`config.mk`:
```
export PLATFORM = sky130hd
export DESIGN_NAME = lidar_scan_packet_decoder_unit
export DESIGN_NICKNAME = d
export VERILOG_FILES = /design/src/rtl/core/lspd_pkg.sv /design/src/rtl/core/lspd_ctrl.sv /design/src/rtl/core/lspd_dp.sv /design/src/rtl/core/lidar_scan_packet_decoder_unit.sv
export SDC_FILE = /design/constraint.sdc
export NUM_CORES = 1
export LEC_CHECK = 0
export ABC_AREA = 1
export BUFFER_PORTS_ARGS = -buffer_cell sky130_fd_sc_hd__buf_2
export CAP_MARGIN = 20
export CELL_PAD_IN_SITES_DETAIL_PLACEMENT = 1
export CELL_PAD_IN_SITES_GLOBAL_PLACEMENT = 1
export CORE_MARGIN = 5
export CORE_UTILIZATION = 45
export DETAILED_ROUTE_END_ITERATION = 8
export GPL_ROUTABILITY_DRIVEN = 0
export HOLD_SLACK_MARGIN = 0.03
export MAX_ROUTING_LAYER = met4
export PLACE_DENSITY = 0.84
export SLEW_MARGIN = 20
export SYNTH_ARGS = -nofsm -noshare
export SYNTH_HDL_FRONTEND = slang
export SYNTH_SLANG_ARGS = --single-unit
```
`constraint.sdc`:
```
create_clock -name i_clk -period 10.61 [get_ports i_clk]
set_clock_uncertainty 0.15 [all_clocks]
set_input_delay 0.5305 -clock i_clk [delete_from_list [all_inputs] [get_ports i_clk]]
set_output_delay 0.5305 -clock i_clk [all_outputs]
set_load 0.02 [all_outputs]
```
`src/rtl/core/lspd_pkg.sv`:
```
// ----------------------------------------------------------------------------
// lspd_pkg
// Types and constants shared by the scan packet decoder modules.
// ----------------------------------------------------------------------------
package lspd_pkg;

    // Byte positions within a scan packet
    localparam logic [7:0] POS_COUNT      = 8'd3;
    localparam logic [7:0] POS_START_HIGH = 8'd5;
    localparam logic [7:0] POS_END_HIGH   = 8'd7;
    localparam logic [7:0] POS_FIRST_DIST = 8'd11;

    localparam logic [15:0] NEAR_LIMIT_RESET = 16'd1600;

    // Arithmetic widths: |end-start| is 15 bits, k at most 7 bits
    localparam int ANGLE_W = 15;
    localparam int K_W     = 7;
    localparam int PROD_W  = ANGLE_W + K_W;
    localparam int DIV_W   = 8;
    localparam int ITER_W  = $clog2(PROD_W);

    // Zone bounds in 1/64 degree units
    localparam logic [ANGLE_W-1:0] DEG_30  = 15'd1920;
    localparam logic [ANGLE_W-1:0] DEG_40  = 15'd2560;
    localparam logic [ANGLE_W-1:0] DEG_70  = 15'd4480;
    localparam logic [ANGLE_W-1:0] DEG_290 = 15'd18560;
    localparam logic [ANGLE_W-1:0] DEG_320 = 15'd20480;
    localparam logic [ANGLE_W-1:0] DEG_330 = 15'd21120;
    localparam logic [ANGLE_W-1:0] DEG_360 = 15'd23040;

    // Obstacle zone codes
    localparam logic [2:0] ZONE_CLEAR       = 3'd0;
    localparam logic [2:0] ZONE_FRONT_RIGHT = 3'd1;
    localparam logic [2:0] ZONE_FRONT_LEFT  = 3'd2;
    localparam logic [2:0] ZONE_SIDE_RIGHT  = 3'd3;
    localparam logic [2:0] ZONE_SIDE_LEFT   = 3'd4;

    typedef struct packed {
        logic [7:0] rx_byte;
        logic [7:0] position;
    } t_in_word;

    typedef struct packed {
        logic [5:0]         sample_index;
        logic [ANGLE_W-1:0] angle;
        logic [15:0]        distance_raw;
        logic [2:0]         zone;
    } t_out_word;

    typedef enum logic [2:0] {
        ST_IDLE,
        ST_MUL,
        ST_DIV,
        ST_SUM,
        ST_OUT
    } t_state;

    typedef struct packed {
        logic accept;
        logic mul_load;
        logic div_step;
        logic sum_load;
        logic out_load;
    } t_cmd;

    typedef struct packed {
        logic sample_hit;
        logic div_last;
        logic out_free;
    } t_sts;

endpackage

```
`src/rtl/core/lspd_ctrl.sv`:
```
// ----------------------------------------------------------------------------
// lspd_ctrl
// Sequencer for the decoder: accept, multiply, divide loop, sum, output.
// ----------------------------------------------------------------------------
module lspd_ctrl import lspd_pkg::*; (
    input  logic i_clk,
    input  logic i_rst_n,
    input  logic i_in_valid,
    input  t_sts i_sts,
    output t_cmd o_cmd,
    output logic o_in_stall
);

    t_state r_state;
    t_state n_state;

    always_ff @(posedge i_clk) begin
        if (!i_rst_n) begin
            r_state <= ST_IDLE;
        end else begin
            r_state <= n_state;
        end
    end

    always_comb begin
        n_state    = r_state;
        o_cmd      = '0;
        o_in_stall = 1'b1;
        case (r_state)
            ST_IDLE: begin
                o_in_stall = 1'b0;
                if (i_in_valid) begin
                    o_cmd.accept = 1'b1;
                    if (i_sts.sample_hit) begin
                        n_state = ST_MUL;
                    end
                end
            end
            ST_MUL: begin
                o_cmd.mul_load = 1'b1;
                n_state        = ST_DIV;
            end
            ST_DIV: begin
                o_cmd.div_step = 1'b1;
                if (i_sts.div_last) begin
                    n_state = ST_SUM;
                end
            end
            ST_SUM: begin
                o_cmd.sum_load = 1'b1;
                n_state        = ST_OUT;
            end
            ST_OUT: begin
                // hold until the output register can take the word
                if (i_sts.out_free) begin
                    o_cmd.out_load = 1'b1;
                    n_state        = ST_IDLE;
                end
            end
            default: begin
                n_state = ST_IDLE;
            end
        endcase
    end

endmodule

```
`src/rtl/core/lspd_dp.sv`:
```
// ----------------------------------------------------------------------------
// lspd_dp
// Packet fields, angle interpolation arithmetic, zone check, output register.
// ----------------------------------------------------------------------------
module lspd_dp import lspd_pkg::*; #(
    parameter int MAX_SAMPLES = 64
) (
    input  logic      i_clk,
    input  logic      i_rst_n,
    input  logic      i_cfg_we,
    input  logic [15:0] i_cfg_data,
    input  t_in_word  i_in_word,
    input  t_cmd      i_cmd,
    output t_sts      o_sts,
    input  logic      i_out_stall,
    output logic      o_out_valid,
    output t_out_word o_out_word
);

    logic [15:0]        r_near_limit;
    logic [7:0]         r_count;
    logic [ANGLE_W-1:0] r_start;
    logic [ANGLE_W-1:0] r_end;
    logic [7:0]         r_held;

    logic [K_W-1:0]     r_k;
    logic [15:0]        r_dist;
    logic               r_neg;
    logic               r_single;
    logic [DIV_W-1:0]   r_divisor;
    logic [DIV_W-1:0]   r_rem;
    logic [PROD_W-1:0]  r_quo;
    logic [ITER_W-1:0]  r_iter;
    logic [ANGLE_W-1:0] r_angle;
    logic               r_out_valid;
    t_out_word          r_out_word;

    logic [7:0]         pos_off;
    logic [K_W-1:0]     k_in;
    logic [15:0]        word16;
    logic [15:0]        diff;
    logic [15:0]        diff_mag;
    logic [DIV_W:0]     rem_sh;
    logic               rem_ge;
    logic [DIV_W:0]     rem_sub;
    logic [16:0]        quo_term;
    logic [16:0]        angle_sum;
    logic [2:0]         zone;
    logic               is_near;

    assign pos_off = i_in_word.position - POS_FIRST_DIST;
    assign k_in    = pos_off[7:1];
    assign word16  = {i_in_word.rx_byte, r_held};

    assign o_sts.sample_hit = i_in_word.position[0]
                            && (i_in_word.position >= POS_FIRST_DIST)
                            && ({1'b0, k_in} < r_count)
                            && ({1'b0, k_in} < 8'(MAX_SAMPLES));
    assign o_sts.div_last   = (r_iter == '0);
    assign o_sts.out_free   = !r_out_valid || !i_out_stall;

    // Header fields and the held low byte
    always_ff @(posedge i_clk) begin
        if (!i_rst_n) begin
            r_near_limit <= NEAR_LIMIT_RESET;
            r_count      <= '0;
            r_start      <= '0;
            r_end        <= '0;
            r_held       <= '0;
        end else begin
            if (i_cfg_we) begin
                r_near_limit <= i_cfg_data;
            end
            if (i_cmd.accept) begin
                case (i_in_word.position)
                    POS_COUNT:      r_count <= i_in_word.rx_byte;
                    POS_START_HIGH: r_start <= word16[15:1];
                    POS_END_HIGH:   r_end   <= word16[15:1];
                    default: begin
                    end
                endcase
                r_held <= i_in_word.rx_byte;
            end
        end
    end

    // Sign-magnitude multiply, then restoring divide one bit per step
    assign diff     = {1'b0, r_end} - {1'b0, r_start};
    assign diff_mag = diff[15] ? (16'd0 - diff) : diff;
    assign rem_sh   = {r_rem, r_quo[PROD_W-1]};
    assign rem_ge   = (rem_sh >= {1'b0, r_divisor});
    assign rem_sub  = rem_sh - {1'b0, r_divisor};
    assign quo_term = r_single ? 17'd0 : {1'b0, r_quo[15:0]};
    assign angle_sum = {2'b00, r_start} + (r_neg ? (17'd0 - quo_term) : quo_term);

    always_ff @(posedge i_clk) begin
        if (i_cmd.accept) begin
            r_k    <= k_in;
            r_dist <= word16;
        end
        if (i_cmd.mul_load) begin
            r_neg     <= diff[15];
            r_single  <= (r_count == 8'd1);
            r_divisor <= r_count - 8'd1;
            r_rem     <= '0;
            r_quo     <= PROD_W'(diff_mag[ANGLE_W-1:0] * r_k);
            r_iter    <= ITER_W'(PROD_W - 1);
        end
        if (i_cmd.div_step) begin
            r_rem  <= rem_ge ? rem_sub[DIV_W-1:0] : rem_sh[DIV_W-1:0];
            r_quo  <= {r_quo[PROD_W-2:0], rem_ge};
            r_iter <= r_iter - 1'b1;
        end
        if (i_cmd.sum_load) begin
            r_angle <= angle_sum[ANGLE_W-1:0];
        end
    end

    // Obstacle zone, first match wins
    always_comb begin
        is_near = (r_dist != 16'd0) && (r_dist < r_near_limit);
        zone    = ZONE_CLEAR;
        if (is_near) begin
            if (r_angle > '0 && r_angle < DEG_30) begin
                zone = ZONE_FRONT_RIGHT;
            end else if (r_angle > DEG_330 && r_angle < DEG_360) begin
                zone = ZONE_FRONT_LEFT;
            end else if (r_angle > DEG_40 && r_angle < DEG_70) begin
                zone = ZONE_SIDE_RIGHT;
            end else if (r_angle > DEG_290 && r_angle < DEG_320) begin
                zone = ZONE_SIDE_LEFT;
            end
        end
    end

    always_ff @(posedge i_clk) begin
        if (!i_rst_n) begin
            r_out_valid <= 1'b0;
        end else if (i_cmd.out_load) begin
            r_out_valid <= 1'b1;
        end else if (!i_out_stall) begin
            r_out_valid <= 1'b0;
        end
    end

    always_ff @(posedge i_clk) begin
        if (i_cmd.out_load) begin
            r_out_word.sample_index <= r_k[5:0];
            r_out_word.angle        <= r_angle;
            r_out_word.distance_raw <= r_dist;
            r_out_word.zone         <= zone;
        end
    end

    assign o_out_valid = r_out_valid;
    assign o_out_word  = r_out_word;

endmodule

```
`src/rtl/core/lidar_scan_packet_decoder_unit.sv`:
```
// ----------------------------------------------------------------------------
// lidar_scan_packet_decoder_unit
// Scan packet decoder: distance samples with interpolated angle and zone.
// ----------------------------------------------------------------------------
// Feed one packet byte per input word together with its byte position. Bytes
// that are not the high byte of a distance sample (header, low bytes, samples
// past the packet's sample count or past MAX_SAMPLES) are accepted while the
// sequencer stays idle and give no output word. The high byte of sample k is
// latched and then taken through these steps before the next acceptance:
// multiply (end-start)*k, divide by (count-1) in a restoring divider that
// forms one quotient bit per cycle, add the start angle and load the output
// register. The output register lets a finished word wait while the next
// bytes are accepted; a new sample waits in its last step only if the
// previous word is still unclaimed. The near_limit register (reset 1600,
// quarter mm) may be written at any idle time through i_cfg_we / i_cfg_data.
// ----------------------------------------------------------------------------
module lidar_scan_packet_decoder_unit import lspd_pkg::*; #(
    parameter int MAX_SAMPLES = 64
) (
    input  logic        i_clk,
    input  logic        i_rst_n,
    input  logic        i_cfg_we,
    input  logic [15:0] i_cfg_data,
    input  logic        i_in_valid,
    output logic        o_in_stall,
    input  t_in_word    i_in_word,
    output logic        o_out_valid,
    input  logic        i_out_stall,
    output t_out_word   o_out_word
);

    t_cmd cmd;
    t_sts sts;

    // Sequencer: steps one sample through multiply, divide and output
    lspd_ctrl u_ctrl (
        .i_clk      (i_clk),
        .i_rst_n    (i_rst_n),
        .i_in_valid (i_in_valid),
        .i_sts      (sts),
        .o_cmd      (cmd),
        .o_in_stall (o_in_stall)
    );

    // Datapath: packet fields, arithmetic, zone check, output register
    lspd_dp #(
        .MAX_SAMPLES (MAX_SAMPLES)
    ) u_dp (
        .i_clk       (i_clk),
        .i_rst_n     (i_rst_n),
        .i_cfg_we    (i_cfg_we),
        .i_cfg_data  (i_cfg_data),
        .i_in_word   (i_in_word),
        .i_cmd       (cmd),
        .o_sts       (sts),
        .i_out_stall (i_out_stall),
        .o_out_valid (o_out_valid),
        .o_out_word  (o_out_word)
    );

endmodule
```
==> impl_metrics.py, run 1 <==
metrics = {
    "clock_network": {
        "cts_made_buffers": 17,
        "cts_sinks": 189,
        "clkTransAtPathRegs_ps": 70,
        "hold_buffers": 0,
        "post_cts_resize_count": 0,
        "cts_setup_buffers": 0,
        "insertion_delay_ps": 450,
        "clock-root-buffer": "clkbuf_16",
        "htree_levels": 4,
        "cts_buffer_depth": 2,
        "cts_tree": "yes",
    },
    "detailed_routing": {
        "wl_per_cell_um": 19.4,
        "drc": 0,
        "met1_length_um": 17400,
        "viasPerCell": 5.55,
        "num_vias": 11523,
        "dr.pass1.iters": 5,
        "drtIter0Drc": 919,
        "wl_met2_um": 19700,
        "routed.top_layer": "met4",
        "finalWirelength_um": 40400,
        "met3_wirelength_um": 2270,
        "ant_nets": 0,
    },
    "critical_path": {
        "path_buf_inv": 4,
        "crit_family": "adder cells",
        "cp.required_ps": 10660,
        "cp_slowest_cell": "a21oi_4",
        "slowest_delay_ps": 570,
        "cp.arrival_ps": 7300,
        "startpoint_type": "flip-flop",
        "path_common_cell": "nand2_1",
        "worstPathMaxFanout": 18,
        "setup.worst_path.class": "reg2reg",
        "crit_path_end_kind": "flip-flop",
    },
    "timing": {
        "rsz0062_at_grt": "no",
        "finalSetupViolCount": 0,
        "slew_headroom": 0.327,
        "max_freq_ghz": 0.138,
        "final.setup.worst_slack_ps": 3360,
        "post-route-period-util": 0.683,
        "hold_violations": 0,
        "worst_hold_slack_ps": 169,
        "max_slew.worst_pin.slew_ps": 1010,
        "finalMaxSlewViolations": 0,
        "period_needed_ps": 7250,
        "setup_tns_ps": 0,
    },
    "yosys": {
        "syn_avg_cell_area_sq_um": 8.43,
        "yosys_warnings": 0,
        "ys.flop_type": "edfxtp_1",
        "synth_area_sq_um": 13500,
        "synth_area_leaders": "edfxtp_1, fa_1, dfxtp_1",
        "synth-edff-count": 123,
        "synthesis.nets": 1812,
        "yosys.cell_count.top_type": "nand2_1",
        "yosys.area.top_type": "edfxtp_1",
        "synth_cell_types": 48,
        "seq_area_frac_synth": 0.371,
        "yosys_register_bits": 189,
        "syn_inst": 1603,
        "async_flop_share": 0,
        "ys_top_cells_by_count": "nand2_1, inv_1, nor2_1",
        "synth_top_area_share": 0.273,
    },
    "die": {
        "dieArea_sq_um": 33600,
        "fp.coreArea_sq_um": 29600,
        "ioPinCount": 79,
        "die_h_um": 183,
        "row_count": 63,
        "die-width_um": 183,
        "initial_core_util": 0.456,
    },
    "place": {
        "hpwl_um": 31800,
        "place_ws_ps": 3450,
        "io_buffers": 78,
        "dpl.cell_count": 2046,
    },
    "power": {
        "power_density_nw_per_um2": 148,
        "power.leakage_nw": 7.02,
        "ir_worst_vdd_uv": 114,
    },
    "cells_and_area": {
        "drive_gt1_frac": 0.101,
        "fin_util": 0.503,
        "fin_nets": 1884,
        "fill_cells": 3603,
        "seq_area_sq_um": 5010,
        "diodes": 0,
        "multiInputGateArea_sq_um": 7380,
        "syn_to_final_growth_pct": 10.3,
        "finalNonFillerCells": 2078,
    },
    "global_route": {
        "antenna_found_initial": 0,
        "grt_pass1_vias": 12210,
        "grt_use_total": 0.251,
        "grt_max_degree": 46,
        "grt_pass1_wl_um": 64900,
        "grt_overflow": 0,
    },
    "hold_path": {
        "min_path_type": "in2reg",
    },
    "run": {
        "drv_cap": 0,
    },
    "outcome": {
        "status": "completed",
    },
}
==> flip-flops by register name, summed over array words and instances, names as in the netlist, 8 cells and up <==
name / cells
u_dp.r_count: 8
u_dp.r_dist: 16
u_dp.o_out_word: 40
u_dp.r_rem: 8
u_dp.r_start: 15
u_dp.r_near_limit: 16
u_dp.r_end: 15
u_dp.r_quo: 22
u_dp.r_angle: 15
u_dp.r_held: 8
u_dp.r_divisor: 8
==> through the flow <==
step           cell area [sq um]  power [mW]
3_5_place_dp               14300        1.55
3_3_place_gp               14300        1.51
2_1_floorplan              13500        1.35
5_1_grt                    14900        2.32
6_report                   14900        2.20
4_1_cts                    14900        2.21
==> worst register-to-register path, delay by kind of cell (launching register included) <==
kind                     cells  cell delay, ps
AO/OA/AOI/OAI                6            1970
buffers and inverters        4             250
AND/OR/NAND/NOR             14            1400
adder cells (fa/ha/maj)      6            2800
flip-flops                   1             430
==> kinds of logic (layout without fill, tap and decap cells) <==
kind of cell               after synthesis  after routing  synth area share
AOI/OAI and AO/OA                      264            264             0.107
DFF                                    189            189             0.371
buffers and inverters                  294            379            0.0834
xor gates and xnor gates                61             61            0.0401
adders and majority gates              172            172             0.197
and+or+nand+nor                        623            623             0.202
==> final cells by class <==
class                           instances  share of cell area
Inverter                              263              0.0664
Timing Repair Buffer                   84              0.0292
Clock buffer                           18              0.0295
Sequential cell                       189               0.336
Clock inverter                         14              0.0103
Tap cell                              390              0.0327
Multi-Input combinational cell       1120               0.495
==> cell usage in the layout, fill, tap and decap left out, types with 3 or more instances in the layout <==
cell / count
buf_2: 78
o21ai_0: 102
inv_4: 3
o31ai_1: 4
nor2_1: 184
a211oi_1: 10
a21o_1: 3
nand3b_1: 3
a21boi_0: 3
nor4_1: 15
clkinv_4: 3
nor2_2: 11
xnor2_1: 21
edfxtp_1: 123
fa_1: 67
xor2_1: 39
buf_4: 6
ha_1: 105
inv_2: 3
clkbuf_16: 17
a31oi_1: 4
o21ai_2: 3
nand2_2: 11
inv_8: 3
nor3_1: 20
nand3_1: 62
inv_1: 259
nand4_1: 16
or2_2: 6
dfxtp_1: 66
a21oi_1: 120
nand3_2: 7
nand2_1: 274
o21bai_1: 4
o211ai_1: 3
==> metal layers <==
layer,vias to the layer above,global-route usage
li1,5396,-
met1,5749,0.315
met2,308,0.420
met3,70,0.0446
met4,0,0.0724
met5,-,-
==> worst paths after layout <==
kind | from | to | slack [ps] | cells past startpoint
setup / recovery | u_dp.r_start[7]$_SDFFE_PN0P_ | u_dp.r_quo[18]$_DFFE_PN_ | 3360 | 30
hold / removal | i_cfg_data[10] | u_dp.r_near_limit[10]$_SDFFE_PN1P_ | 170 | 3
setup reg to reg | u_dp.r_start[7]$_SDFFE_PN0P_ | u_dp.r_quo[18]$_DFFE_PN_ | 3360 | 30
hold reg to reg | u_dp.r_held[0]$_SDFFE_PN0P_ | u_dp.r_dist[0]$_DFFE_PP_ | 290 | 0
==> power breakdown <==
group          total [mW]  internal, mW  switching [mW]
registers           0.954         0.893          0.0618
clock network       0.661         0.340           0.321
logic               0.588         0.184           0.405
total                2.20          1.42           0.787
No activity file was read; power rests on OpenSTA's default activity.
==> run 2, diff against run 1 <==
- clock period: 10.61 -> 7.4 ns (I/O delays scaled with it)
==> run 2 against run 1 <==
  * Routed wire length is 4.4% higher
  * Total power is 47% higher
  * Core utilization is 0.25 points higher
  * Design area is 0.50% higher
  * Die area stayed put
  * First-iteration DRC count is 17% lower
==> impl_metrics.py, run 2 (synthesis gave the netlist of run 1 again) <==
metrics = {
    "outcome": {
        "status": "completed",
    },
    "critical_path": {
        "cp.arrival_ps": 7040,
        "worstPathMaxFanout": 7,
        "r2r-start": "u_dp.r_end[0]$_SDFFE_PN0P_",
        "setup.worst_path.start": "u_dp.r_end[0]$_SDFFE_PN0P_",
        "setup.worst_path.class": "reg2reg",
        "cp.required_ps": 7460,
        "r2r_cells": 29,
        "startpoint_type": "flip-flop",
        "path_common_cell": "inv_1",
        "cp_slowest_cell": "fa_1",
        "slowest_delay_ps": 540,
        "crit_path_end_kind": "flip-flop",
    },
    "power": {
        "cell_internal_pwr_mw": 2.02,
        "p_comb_frac": 0.273,
        "ir_worst_vdd_uv": 165,
        "p_sw_frac": 0.375,
        "pwr-share-clk": 0.304,
        "switching_power_mw": 1.21,
        "power_density_nw_per_um2": 216,
        "power.leakage_nw": 7.04,
        "seqPwrFrac": 0.423,
    },
    "cells_and_area": {
        "fin_util": 0.505,
        "fin_nets": 1888,
        "diodes": 0,
        "layout_common_cells": "nand2_1, inv_1, nor2_1",
        "syn_to_final_growth_pct": 10.9,
        "final_common_cell": "nand2_1",
        "fill_cells": 3645,
        "drive_gt1_frac": 0.102,
        "finalNonFillerCells": 2082,
        "largest_reg_flops": 40,
    },
    "timing": {
        "max_slew.worst_pin.slew_ps": 1100,
        "finalSetupViolCount": 0,
        "slew_headroom": 0.264,
        "hold_violations": 0,
        "setup_tns_ps": 0,
        "finalMaxSlewViolations": 0,
        "period_needed_ps": 6980,
        "worst_hold_slack_ps": 41.6,
        "post-route-period-util": 0.944,
        "rsz0062_at_grt": "no",
        "max_freq_ghz": 0.143,
        "final.setup.worst_slack_ps": 418,
    },
    "detailed_routing": {
        "finalWirelength_um": 42200,
        "drtIter0Drc": 767,
        "dr.pass1.iters": 5,
        "num_vias": 11562,
        "viasPerCell": 5.55,
        "drc": 0,
        "ant_nets": 0,
        "wl_per_cell_um": 20.3,
    },
    "clock_network": {
        "cts_made_buffers": 17,
        "cts_tree": "yes",
        "htree_levels": 4,
        "cts_sinks": 189,
        "clock-root-buffer": "clkbuf_16",
        "cts_buffer_depth": 2,
        "clkTransAtPathRegs_ps": 80,
        "insertion_delay_ps": 460,
    },
    "die": {
        "initial_core_util": 0.456,
        "die-width_um": 183,
        "dieArea_sq_um": 33600,
        "ioPinCount": 79,
        "row_count": 63,
        "die_h_um": 183,
        "fp.coreArea_sq_um": 29600,
    },
    "place": {
        "place_ws_ps": 633,
        "dpl.cell_count": 2047,
        "io_buffers": 78,
        "hpwl_um": 32100,
    },
    "global_route": {
        "grt_pass1_vias": 12758,
        "grt_max_degree": 47,
        "grt_use_total": 0.263,
        "antenna_found_initial": 0,
        "grt_pass1_wl_um": 67800,
        "grt_overflow": 0,
    },
    "hold_path": {
        "hold_start": "i_cfg_data[9]",
        "min_path_type": "in2reg",
        "worstHoldPathCells": 3,
    },
    "run": {
        "drv_cap": 0,
    },
}
run 2: changes by cell type in the layout (fill, tap and decap cells not counted), sizes merged:
cell	previous run	this run
buf	84	85
bufinv	1	0
clkbuf	18	17
clkinv	7	2
clkinvlp	0	1
dlygate4sd3	0	3
inv	269	275
run 2: worst max-delay path, delay by kind of cell (launching register included):
family	cells	cell delay, ps
AOI/OAI and AO/OA	3	930
xor gates and xnor gates	1	390
adders and majority gates	8	3210
buffers and inverters	6	450
DFF	1	350
and+or+nand+nor	11	1260
run 2: worst paths after layout:
check / end / slack, ps
hold reg to reg: u_dp.r_dist[0]$_DFFE_PP_ / 290
setup reg to reg: u_dp.r_quo[18]$_DFFE_PN_ / 420
hold / removal: u_dp.r_near_limit[9]$_SDFFE_PN1P_ / 40
setup / recovery: u_dp.r_quo[18]$_DFFE_PN_ / 420
run 2: power groups by stage:
stage	sequential, mW	clock [mW]	combinational [mW]
3_3_place_gp	1.38	0	0.796
4_1_cts	1.37	0.989	0.874
5_1_grt	1.38	1.03	0.973
2_1_floorplan	1.35	0	0.587
3_5_place_dp	1.39	0	0.848
6_report	1.37	0.982	0.883
run 2: layout make-up:
class                           instances  area (sq um)  share of cell area
Multi-Input combinational cell       1120          7390               0.493
Inverter                              263           990              0.0661
Clock buffer                           17           425              0.0284
Sequential cell                       189          5010               0.335
Timing Repair Buffer                   88           473              0.0316
Clock inverter                         15           198              0.0132
Tap cell                              390           488              0.0326
run 2: per-layer routing:
layer,track usage,part of all wire,routed length [um],up-vias
met4,0.0977,0.035,1470,0
met2,0.445,0.49,20800,339
li1,-,-,-,5391
met1,0.322,0.42,17800,5735
met5,-,0,0,-
met3,0.0369,0.050,2120,97
run 2: metrics by stage:
| step | power (mW) | area [sq um] |
|---|---|---|
| 3_3_place_gp | 2.18 | 14300 |
| 4_1_cts | 3.23 | 15000 |
| 6_report | 3.23 | 15000 |
| 2_1_floorplan | 1.94 | 13500 |
| 5_1_grt | 3.39 | 15000 |
| 3_5_place_dp | 2.24 | 14300 |
run 2: repair_timing:
action                                  4_1_cts  5_1_grt
setup buffers                                 0        0
gates resized for setup                       0        1
hold buffers                                  3        0
endpoints found under the setup margin        0        1
endpoints found under the hold margin         3        0
==> run 3, diff against run 2 <==
- CORE_MARGIN: 5 -> 4
- RECOVER_POWER: default -> 50
==> run 3 against run 2 <==
  * The flow now finishes with violations (max-capacitance violations, max-slew violations)
  * Die area decreased by 2.2%
  * Combinational power shrank 2.4%
  * Count of clock-buffer cells in the layout did not move
  * Critical endpoint is now u_dp.r_quo[17]$_DFFE_PN_
  * Largest power group unchanged
  * Routed wire length is 3.6% lower
  * Flip-flop and latch count unchanged
==> impl_metrics.py, run 3 (synthesis gave the netlist of run 1 again) <==
metrics = {
    "die": {
        "dieArea_sq_um": 32900,
        "die-width_um": 181,
        "fp.coreArea_sq_um": 29600,
        "initial_core_util": 0.456,
        "row_count": 63,
        "die_h_um": 181,
        "ioPinCount": 79,
    },
    "place": {
        "place_ws_ps": 580,
        "placed_area_sq_um": 14300,
        "dpl.cell_count": 2047,
        "io_buffers": 78,
        "hpwl_um": 31600,
    },
    "detailed_routing": {
        "drc": 0,
        "wl_met2_um": 20000,
        "dr.pass1.iters": 5,
        "met1_length_um": 17900,
        "routed.top_layer": "met4",
        "ant_nets": 0,
        "num_vias": 11541,
        "finalWirelength_um": 40700,
        "wl_per_cell_um": 19.5,
        "drtIter0Drc": 781,
        "met3_wirelength_um": 1860,
        "viasPerCell": 5.54,
    },
    "global_route": {
        "grt_max_degree": 46,
        "grt_use_total": 0.258,
        "grt_pass1_wl_um": 65900,
        "grt_overflow": 0,
        "grt_pass1_vias": 12310,
        "antenna_found_initial": 0,
    },
    "timing": {
        "rsz0062_at_grt": "no",
        "max_freq_ghz": 0.144,
        "setup_tns_ps": 0,
        "finalMaxSlewViolations": 73,
        "post-route-period-util": 0.936,
        "finalSetupViolCount": 0,
        "hold_violations": 0,
        "worst_hold_slack_ps": 26.2,
        "final.setup.worst_slack_ps": 472,
        "period_needed_ps": 6930,
        "max_slew.worst_pin.slew_ps": 1970,
        "slew_headroom": -0.312,
    },
    "clock_network": {
        "cts_buffer_depth": 2,
        "cts_tree": "yes",
        "htree_levels": 4,
        "clock-root-buffer": "clkbuf_16",
        "insertion_delay_ps": 460,
        "cts_made_buffers": 17,
        "cts_sinks": 189,
        "clkTransAtPathRegs_ps": 80,
        "cts_setup_buffers": 0,
    },
    "power": {
        "power.leakage_nw": 6.89,
        "power_density_nw_per_um2": 215,
        "p_comb_frac": 0.269,
        "switching_power_mw": 1.16,
        "ir_worst_vdd_uv": 181,
        "p_sw_frac": 0.364,
        "power_mw": 3.20,
        "pwr-share-clk": 0.303,
        "cell_internal_pwr_mw": 2.04,
        "seqPwrFrac": 0.428,
    },
    "critical_path": {
        "cp.arrival_ps": 6950,
        "path_common_cell": "inv_1",
        "crit_path_end_kind": "flip-flop",
        "cp.required_ps": 7420,
        "worstPathMaxFanout": 6,
        "setup.worst_path.class": "reg2reg",
        "slowest_delay_ps": 560,
        "cp_slowest_cell": "fa_1",
        "startpoint_type": "flip-flop",
    },
    "cells_and_area": {
        "syn_to_final_growth_pct": 10.1,
        "postLayoutCellArea_sq_um": 14900,
        "fin_util": 0.502,
        "final_common_cell": "nand2_1",
        "largest_reg_flops": 40,
        "finalNonFillerCells": 2082,
        "layout_common_cells": "nand2_1, inv_1, nor2_1",
        "drive_gt1_frac": 0.0680,
        "fin_nets": 1888,
        "diodes": 0,
    },
    "hold_path": {
        "min_path_type": "in2reg",
    },
    "outcome": {
        "status": "finished with violations",
        "violations": "max-capacitance violations, max-slew violations",
    },
    "run": {
        "drv_cap": 2,
    },
}
-- run 3: cell types whose count changed in the layout (fill, tap and decap cells not counted), moves of 2 or more --
cell      before  now
inv_12         6    2
inv_6          1    4
inv_8          4    2
buf_4          7    5
clkbuf_1       0   54
buf_2         78   26
nor2_1       184  186
-- run 3: power groups by stage --
stage	sequential (mW)	combinational [mW]	clock (mW)
after floorplan	1.35	0.587	0
after global placement	1.38	0.797	0
after detailed placement	1.39	0.844	0
after CTS	1.36	0.859	0.979
after global routing	1.38	0.961	1.03
final	1.37	0.862	0.969
-- run 3: final cells by class --
class	instances	area (sq um)
Clock buffer	17	425
Clock inverter	15	190
Fill cell	3608	14800
Inverter	263	990
Multi-Input combinational cell	1120	7370
Sequential cell	189	5010
Tap cell	390	488
Timing Repair Buffer	88	400
-- run 3: timing repair --
action,in CTS,in global routing
hold endpoints to repair,3,0
gates resized for setup,0,0
hold buffers,3,0
setup endpoints to repair,0,0
-- run 3: worst paths after layout --
path	startpoint	end	slack [ps]	cells after the start
worst max register to register	u_dp.r_end[0]$_SDFFE_PN0P_	u_dp.r_quo[17]$_DFFE_PN_	470	31
worst max-delay path	u_dp.r_end[0]$_SDFFE_PN0P_	u_dp.r_quo[17]$_DFFE_PN_	470	31
worst min register to register	u_dp.r_held[0]$_SDFFE_PN0P_	u_dp.r_dist[0]$_DFFE_PP_	290	0
worst min-delay path	i_cfg_data[10]	u_dp.r_near_limit[10]$_SDFFE_PN1P_	30	3
-- run 3: worst max-delay path, delay by kind of cell, from the launching register on --
family / cells / cell delay (ps)
XOR/XNOR: 1 / 130
AND/OR/NAND/NOR: 10 / 1140
AO/OA/AOI/OAI: 4 / 870
buffers and inverters: 8 / 720
adder cells (fa/ha/maj): 8 / 3280
flip-flops: 1 / 340
-- run 3: routing by layer --
metal | track usage | vias up
met2 | 0.435 | 310
met4 | 0.0675 | 0
li1 | - | 5387
met3 | 0.0300 | 70
met1 | 0.333 | 5774
met5 | - | -
